File: src/hw/rtl/length_prefixed_frame_decoder_assert.svh
// Assertion macros for the frame decoder.
// Expects clk and rst (synchronous, active high) in the scope of each use.
`ifndef LENGTH_PREFIXED_FRAME_DECODER_ASSERT_SVH
`define LENGTH_PREFIXED_FRAME_DECODER_ASSERT_SVH

// Same-cycle implication, disabled during reset.
`define LPFD_ASSERT_NOW(label, ante, cons, msg) \
  label: assert property (@(posedge clk) disable iff (rst) (ante) |-> (cons)) \
    else $error(msg);

// Next-cycle implication, disabled during reset.
`define LPFD_ASSERT_NEXT(label, ante, cons, msg) \
  label: assert property (@(posedge clk) disable iff (rst) (ante) |=> (cons)) \
    else $error(msg);

`endif

File: src/hw/rtl/lpfd_pkg.sv
// Shared types and constants for the length-prefixed frame decoder.
// No dependencies.
package lpfd_pkg;

  localparam logic [1:0] KIND_PAYLOAD  = 2'd0;
  localparam logic [1:0] KIND_EMPTY    = 2'd1;
  localparam logic [1:0] KIND_OVERSIZE = 2'd2;

  localparam logic [1:0]  HDR_LAST_IDX    = 2'd3;   // fourth header byte
  localparam logic [31:0] MAX_FRAME_RESET = 32'd1048576;

  typedef logic [7:0]  byte_t;
  typedef logic [31:0] len_t;

  typedef struct packed {
    logic [1:0] kind;
    byte_t      data_byte;
    logic       frame_last;
  } res_t;

endpackage

File: src/hw/rtl/lpfd_ifs.sv
// Channel interfaces of the frame decoder: stream bytes, results, config writes.
// Depends on lpfd_pkg.
interface lpfd_byte_if;
  import lpfd_pkg::*;
  logic  valid;
  logic  ready;
  byte_t in_byte;
  modport source (output valid, output in_byte, input ready);
  modport sink (input valid, input in_byte, output ready);
endinterface

interface lpfd_res_if;
  import lpfd_pkg::*;
  logic       valid;
  logic       ready;
  logic [1:0] kind;
  byte_t      data_byte;
  logic       frame_last;
  modport source (output valid, output kind, output data_byte, output frame_last, input ready);
  modport sink (input valid, input kind, input data_byte, input frame_last, output ready);
endinterface

interface lpfd_cfg_if;
  import lpfd_pkg::*;
  logic valid;
  logic ready;
  len_t max_frame_bytes;
  modport source (output valid, output max_frame_bytes, input ready);
  modport sink (input valid, input max_frame_bytes, output ready);
endinterface

File: src/hw/rtl/lpfd_in_stage.sv
// Input register for the stream byte channel.
// Depends on lpfd_pkg and lpfd_byte_if.
module lpfd_in_stage (
  input  logic               clk,
  input  logic               rst,
  lpfd_byte_if.sink          byte_stream,
  input  logic               take,
  output logic               hold_valid,
  output lpfd_pkg::byte_t    hold_byte
);
  import lpfd_pkg::*;

  // Refill in the same cycle the parser drains the held item.
  assign byte_stream.ready = !hold_valid || take;

  always_ff @(posedge clk) begin
    if (rst) begin
      hold_valid <= 1'b0;
    end else if (byte_stream.ready) begin
      hold_valid <= byte_stream.valid;
    end
  end

  always_ff @(posedge clk) begin
    if (byte_stream.valid && byte_stream.ready) begin
      hold_byte <= byte_stream.in_byte;
    end
  end

endmodule

File: src/hw/rtl/lpfd_parser.sv
// Header/payload parser with the result register.
// Depends on lpfd_pkg, lpfd_res_if and the assertion macro header.
`include "length_prefixed_frame_decoder_assert.svh"

module lpfd_parser (
  input  logic               clk,
  input  logic               rst,
  input  logic               hold_valid,
  input  lpfd_pkg::byte_t    hold_byte,
  input  lpfd_pkg::len_t     max_frame_bytes,
  output logic               take,
  lpfd_res_if.source         results
);
  import lpfd_pkg::*;

  logic [1:0] header_index, header_index_next;
  len_t       length_accum, length_accum_next;
  len_t       bytes_left, bytes_left_next;
  logic       in_payload, in_payload_next;
  logic       res_valid, res_valid_next;
  res_t       res, res_next;

  len_t       acc;
  len_t       left_dec;
  logic       emit;

  assign take = hold_valid && (!res_valid || results.ready);

  always_comb begin
    header_index_next = header_index;
    length_accum_next = length_accum;
    bytes_left_next   = bytes_left;
    in_payload_next   = in_payload;
    res_next          = res;
    emit              = 1'b0;
    acc      = length_accum | ({24'd0, hold_byte} << {header_index, 3'b000});
    left_dec = bytes_left - 32'd1;

    if (take) begin
      if (in_payload) begin
        bytes_left_next = left_dec;
        in_payload_next = (left_dec != 32'd0);
        emit            = 1'b1;
        res_next        = '{kind: KIND_PAYLOAD, data_byte: hold_byte,
                            frame_last: (left_dec == 32'd0)};
      end else begin
        header_index_next = header_index + 2'd1;
        if (header_index == HDR_LAST_IDX) begin
          length_accum_next = '0;
          if (acc > max_frame_bytes) begin
            // drop the length, next byte starts a new header
            emit     = 1'b1;
            res_next = '{kind: KIND_OVERSIZE, data_byte: 8'd0, frame_last: 1'b0};
          end else if (acc == 32'd0) begin
            emit     = 1'b1;
            res_next = '{kind: KIND_EMPTY, data_byte: 8'd0, frame_last: 1'b1};
          end else begin
            bytes_left_next = acc;
            in_payload_next = 1'b1;
          end
        end else begin
          length_accum_next = acc;
        end
      end
    end

    if (take) begin
      res_valid_next = emit;
    end else if (results.ready) begin
      res_valid_next = 1'b0;
    end else begin
      res_valid_next = res_valid;
    end
  end

  always_ff @(posedge clk) begin
    if (rst) begin
      header_index <= '0;
      length_accum <= '0;
      bytes_left   <= '0;
      in_payload   <= 1'b0;
      res_valid    <= 1'b0;
    end else begin
      header_index <= header_index_next;
      length_accum <= length_accum_next;
      bytes_left   <= bytes_left_next;
      in_payload   <= in_payload_next;
      res_valid    <= res_valid_next;
    end
  end

  always_ff @(posedge clk) begin
    res <= res_next;
  end

  assign results.valid      = res_valid;
  assign results.kind       = res.kind;
  assign results.data_byte  = res.data_byte;
  assign results.frame_last = res.frame_last;

  `LPFD_ASSERT_NOW(a_payload_state, in_payload, (header_index == 2'd0) && (bytes_left != 32'd0), "payload state with header progress or no bytes left")
  `LPFD_ASSERT_NEXT(a_last_ends_frame, take && in_payload && (bytes_left == 32'd1), !in_payload && res_valid && res.frame_last, "final payload byte did not close the frame")
  `LPFD_ASSERT_NOW(a_oversize_fields, res_valid && (res.kind == KIND_OVERSIZE), (res.data_byte == 8'd0) && !res.frame_last, "oversize item carries data or last")

endmodule

File: src/hw/rtl/length_prefixed_frame_decoder.sv
// Top level of the length-prefixed frame decoder.
// Depends on lpfd_pkg, the channel interfaces, lpfd_in_stage and lpfd_parser.
//
// Usage:
//   byte_stream carries the received stream one byte per item. Each frame is
//   a 4-byte little-endian length followed by that many payload bytes.
//   results gives one item per payload byte (kind payload, frame_last on the
//   final byte), one empty-frame item for a zero length, or one oversize item
//   when a length exceeds max_frame_bytes; after oversize the next byte is
//   read as the start of a new header. Header bytes give no item otherwise.
//   cfg writes max_frame_bytes; it is always ready. Write it only while idle.
// Timing:
//   An accepted byte sits in the input register and is parsed into the
//   result register once that is free to take it. One byte per cycle is
//   sustained while results is ready; the parse is 32-bit compares and a
//   decrement between the two registers.
// Reset: parser expects a header, both registers empty, max_frame_bytes 1048576.
// Stall: a held result waits; the input register fills, then byte_stream.ready
//   drops until results drains.
module length_prefixed_frame_decoder (
  input  logic       clk,
  input  logic       rst,
  lpfd_byte_if.sink  byte_stream,
  lpfd_res_if.source results,
  lpfd_cfg_if.sink   cfg
);
  import lpfd_pkg::*;

  len_t  max_frame_bytes;
  logic  take;
  logic  hold_valid;
  byte_t hold_byte;

  assign cfg.ready = 1'b1;

  always_ff @(posedge clk) begin
    if (rst) begin
      max_frame_bytes <= MAX_FRAME_RESET;
    end else if (cfg.valid && cfg.ready) begin
      max_frame_bytes <= cfg.max_frame_bytes;
    end
  end

  lpfd_in_stage u_in_stage (
    .clk         (clk),
    .rst         (rst),
    .byte_stream (byte_stream),
    .take        (take),
    .hold_valid  (hold_valid),
    .hold_byte   (hold_byte)
  );

  lpfd_parser u_parser (
    .clk             (clk),
    .rst             (rst),
    .hold_valid      (hold_valid),
    .hold_byte       (hold_byte),
    .max_frame_bytes (max_frame_bytes),
    .take            (take),
    .results         (results)
  );

endmodule

File: src/flat_wrapper.sv
// flat-port wrapper written by rule: the top's interface ports become plain ports
module length_prefixed_frame_decoder_flat import lpfd_pkg::*;
  (clk, rst, byte_stream_valid, byte_stream_in_byte, byte_stream_ready, results_valid, results_kind, results_data_byte, results_frame_last, results_ready, cfg_valid, cfg_max_frame_bytes, cfg_ready);
  lpfd_byte_if byte_stream_i ();
  lpfd_res_if results_i ();
  lpfd_cfg_if cfg_i ();
  input  logic clk;
  input  logic rst;
  input wire logic [$bits(byte_stream_i.valid)-1:0] byte_stream_valid;
  input wire logic [$bits(byte_stream_i.in_byte)-1:0] byte_stream_in_byte;
  output wire logic [$bits(byte_stream_i.ready)-1:0] byte_stream_ready;
  output wire logic [$bits(results_i.valid)-1:0] results_valid;
  output wire logic [$bits(results_i.kind)-1:0] results_kind;
  output wire logic [$bits(results_i.data_byte)-1:0] results_data_byte;
  output wire logic [$bits(results_i.frame_last)-1:0] results_frame_last;
  input wire logic [$bits(results_i.ready)-1:0] results_ready;
  input wire logic [$bits(cfg_i.valid)-1:0] cfg_valid;
  input wire logic [$bits(cfg_i.max_frame_bytes)-1:0] cfg_max_frame_bytes;
  output wire logic [$bits(cfg_i.ready)-1:0] cfg_ready;
  assign byte_stream_i.valid = byte_stream_valid;
  assign byte_stream_i.in_byte = byte_stream_in_byte;
  assign byte_stream_ready = byte_stream_i.ready;
  assign results_valid = results_i.valid;
  assign results_kind = results_i.kind;
  assign results_data_byte = results_i.data_byte;
  assign results_frame_last = results_i.frame_last;
  assign results_i.ready = results_ready;
  assign cfg_i.valid = cfg_valid;
  assign cfg_i.max_frame_bytes = cfg_max_frame_bytes;
  assign cfg_ready = cfg_i.ready;
  length_prefixed_frame_decoder u_core (.clk(clk), .rst(rst), .byte_stream(byte_stream_i), .results(results_i), .cfg(cfg_i));
endmodule
File: config.mk
export PLATFORM = sky130hd
export DESIGN_NAME = length_prefixed_frame_decoder_flat
export DESIGN_NICKNAME = d
export VERILOG_FILES = /design/src/hw/rtl/lpfd_pkg.sv /design/src/hw/rtl/lpfd_ifs.sv /design/src/hw/rtl/lpfd_in_stage.sv /design/src/hw/rtl/lpfd_parser.sv /design/src/hw/rtl/length_prefixed_frame_decoder.sv /design/src/flat_wrapper.sv
export VERILOG_INCLUDE_DIRS = /design/src /design/src/hw/rtl
export SDC_FILE = /design/constraint.sdc
export NUM_CORES = 1
export LEC_CHECK = 0
export BUFFER_PORTS_ARGS = -buffer_cell sky130_fd_sc_hd__buf_4
export CORE_MARGIN = 2
export CORE_UTILIZATION = 40
export DETAILED_ROUTE_END_ITERATION = 6
export MAX_ROUTING_LAYER = met4
export PLACE_DENSITY = 0.64
export RECOVER_POWER = 50
export SETUP_SLACK_MARGIN = 0.05
export SLEW_MARGIN = 10
export SYNTH_ARGS = -nofsm -noshare
export SYNTH_HDL_FRONTEND = slang
export SYNTH_SLANG_ARGS = --single-unit
File: constraint.sdc
create_clock -name clk -period 3.87 [get_ports clk]
set_input_delay 0.9675 -clock clk [delete_from_list [all_inputs] [get_ports clk]]
set_output_delay 0.9675 -clock clk [all_outputs]
set_load 0.01 [all_outputs]
==> impl_metrics.ini <==
[run_status]
outcome = finished with violations
violations = max-capacitance violations, max-slew violations

[setup_path]
critical_path.max_stage_delay_ns = 0.55
worstPathArrival_ns = 3.88
path_buf_inv = 2
r2r_start = u_core.u_parser.header_index[1]$_SDFFE_PP0P_
critPathKind = reg2reg
slowest_stage = or4_1
crit_top_cell = buf_4
worstReg2RegEnd = u_core.u_parser.bytes_left[17]$_SDFFE_PP0P_
cp-start-kind = register
worst-path-max-fanout = 12
r2r_setup_slack_ns = 0.27
crit_required_ns = 4.16
cp_cell_sequence = buf_4, and2_1, a21o_1, ha_1, nand4_1, nor4_2, nand2_1, o21a_1, or4_1, and3_1, buf_4, o2bb2ai_1
critPathTopFamily = simple AND/OR/NAND/NOR gates
worst_setup_path_end_kind = register
rr_worst_depth = 12

[die]
start_util = 0.4080
die_y_um = 134.1
ios = 59
core_area_mm2 = 0.01658
design.die.area_mm2 = 0.01797
die_w_um = 134.1
fp-row-count = 47

[timing]
setup-tns-final_ns = 0
period_needed_ns = 3.598
slew-limit-headroom = -0.5865
slew_viol_final = 79
rsz0062_at_grt = false
worst_pin_slew_ns = 2.380
finClkSkew_ns = 0.009909
finalHoldViolCount = 0
finalSetupViolations = 0
fmax_mhz = 278.0
finalCritPeriodShare = 0.9296
layout_setup_ws_ns = 0.2725

[drt]
drc = 0
dr.pass1.iters = 5
wl_per_cell_um = 18.21
vias = 6287
wirelength_um = 19650
viasPerCell = 5.827
postRouteAntennaNets = 0
drtIter0Drc = 592

[clock_tree]
root_buffer = clkbuf_16
clock-sinks = 120
clk_latency_ns = 0.43
cts_max_level = 4
cts_made_buffers = 17
clk_pin_slew_ns = 0.06
cts_tree = yes
cts_buffer_depth = 2

[synthesis]
ys_warn_count = 0
ys_ff_latch = 120
synth_sequential_area_ratio = 0.3832
syn-num-nets = 875
synth_cells = 795
synth_edf_count = 19
synth_area_leaders = dfxtp_1 30%, edfxtp_1 8.4%, ha_1 6.5%
yosys.cell_count.top_type = dfxtp_1
ys.flop_type = dfxtp_1
avgSynthCellArea_um2 = 8.510
synth_async_sr_flop_share = 0
synth_area_mm2 = 0.006765
yosys.cell_types.count = 68
synth_common_cells = 101 x dfxtp_1, 87 x nor2_1, 71 x a21oi_1, 55 x nand2_1, 48 x inv_1
synth_top_area_share = 0.2989
synth.largest_area_cell = dfxtp_1

[hold_path]
whs_endpoint = u_core.u_parser.length_accum[16]$_SDFFE_PP0P_
min_path_cells = 2
hp-class = reg2reg
min_from = u_core.u_parser.length_accum[16]$_SDFFE_PP0P_

[final_layout]
layout.area.seq_mm2 = 0.002592
n_antenna_cell = 0
fill_cells = 1705
multi_input_area_mm2 = 0.003795
layout-drive-gt1-share = 0.1374
synthToLayoutAreaGrowth_pct = 17.31
final_area_mm2 = 0.007936
layout.nets = 926

[job]
maxCapViolCount = 2

[global_route]
antenna_found_initial = 0
grt_usage = 0.2331
grt_pass1_wl_um = 31330
grt_max_degree = 63
gr-total-overflow = 0
grt_pass1_vias = 5821

[placement]
post-place-ws_ns = 0.1966
place_congestion = 0.9499
io_buffers = 57
post_dp_cell_area_mm2 = 0.007482
hpwl_um = 13930

[power]
worst_ir_drop_vdd_v = 0.0004905
p_leak_nw = 3.361
power.density_mw_per_mm2 = 395.2
==> final cells by class <==
class	count	share of cell area
Sequential cell	120	0.3267
Clock inverter	6	0.003153
Timing Repair Buffer	87	0.07457
Multi-Input combinational cell	570	0.4782
Clock buffer	26	0.05912
Tap cell	220	0.03468
Inverter	50	0.02365
==> flip-flops by register name, summed over array words and instances, names as in the netlist <==
| register | flops |
|---|---|
| u_core.u_in_stage.hold_byte | 8 |
| u_core.u_parser.header_index | 2 |
| u_core.u_parser.length_accum | 32 |
| u_core.u_parser.in_payload | 1 |
| u_core.u_parser.bytes_left | 32 |
| u_core.u_in_stage.hold_valid | 1 |
| u_core.u_parser.results.data_byte | 8 |
| u_core.u_parser.results.kind | 2 |
| u_core.u_parser.results.frame_last | 1 |
| u_core.u_parser.results.valid | 1 |
| u_core.max_frame_bytes | 32 |
==> worst register-to-register path: stages, from the launching register on <==
cell and delay (ns):
dfxtp_1 0.34, buf_4 0.17, and2_1 0.26, a21o_1 0.27, ha_1 0.31, nand4_1 0.15, nor4_2 0.39, nand2_1 0.12
o21a_1 0.17, or4_1 0.55, and3_1 0.33, buf_4 0.26, o2bb2ai_1 0.14
==> logic make-up (layout without fill, tap and decap cells) <==
family,after synthesis,in the layout,synth area share
other,1,1,0.0005543
buffers and inverters,105,169,0.06029
AO/OA/AOI/OAI,208,208,0.2033
multiplexers,45,45,0.06825
AND/OR/NAND/NOR,276,276,0.2132
adder cells (fa/ha/maj),35,35,0.06473
flip-flops,120,120,0.3832
XOR/XNOR,5,5,0.006474
==> worst max path at each step <==
stage	to	cells after the start	slack [ns]	startpoint
3_5_place_dp	u_core.u_parser.bytes_left[17]$_SDFFE_PP0P_	12	0.20	u_core.u_parser.header_index[0]$_SDFFE_PP0P_
5_1_grt	u_core.u_parser.bytes_left[17]$_SDFFE_PP0P_	12	0.06	u_core.u_parser.header_index[0]$_SDFFE_PP0P_
3_3_place_gp	u_core.u_parser.bytes_left[18]$_SDFFE_PP0P_	15	0.22	u_core.u_parser.header_index[1]$_SDFFE_PP0P_
2_1_floorplan	u_core.u_parser.bytes_left[23]$_SDFFE_PP0P_	14	0.42	u_core.u_parser.header_index[0]$_SDFFE_PP0P_
4_1_cts	u_core.u_parser.bytes_left[17]$_SDFFE_PP0P_	12	0.16	u_core.u_parser.header_index[0]$_SDFFE_PP0P_
6_report	u_core.u_parser.bytes_left[17]$_SDFFE_PP0P_	12	0.27	u_core.u_parser.header_index[1]$_SDFFE_PP0P_
==> what timing repair did <==
action                     4_1_cts  5_1_grt
hold buffers                     0        0
setup buffers                    0        0
setup endpoints to repair        0       33
resized for setup                0        5
==> stage by stage <==
step	total power (W)	hold slack, ns	cells	utilization
floorplan	0.001641	0.4448	795	-
global placement	0.001788	0.4591	1047	0.4512
detailed placement	0.001791	0.4622	1047	0.4512
CTS	0.003144	0.4675	1079	0.4810
global route	0.003265	0.4898	1079	0.4786
finish	0.003137	0.4728	1079	0.4786
==> where the power goes <==
group / internal, W / leakage [nW] / switching [W]
logic: 0.000185 / 2.12 / 0.000256
registers: 0.00130 / 1.00 / 0.0000345
clock network: 0.000821 / 0.240 / 0.000536
==> metal layers <==
layer,share of wire,global-route usage,up-vias
li1,-,-,3000
met1,0.45,0.3040,2976
met2,0.45,0.3496,253
met3,0.062,0.03704,58
met4,0.044,0.1216,0
met5,0,-,-
==> layout by cell type, fill, tap and decap left out, types with 8 or more instances in the layout <==
master     netlist  routed
a21o_1          30      30
a21oi_1         71      70
a22oi_1         11      11
buf_4            1      62
clkbuf_1        45      23
clkbuf_16        0      17
clkbuf_4         0       8
dfxtp_1        101     101
edfxtp_1        19      19
ha_1            35      35
inv_1           48      48
mux2_2           9       9
mux2i_1         36      36
nand2_1         55      55
nand3_1         12      12
nand4_1         29      29
nor2_1          87      86
nor3_1          21      21
nor3b_1          8       8
nor4_1          20      18
o21ai_0         28      28
o2bb2ai_1       17      17
Note: power is estimated with default switching activity, not from simulation.
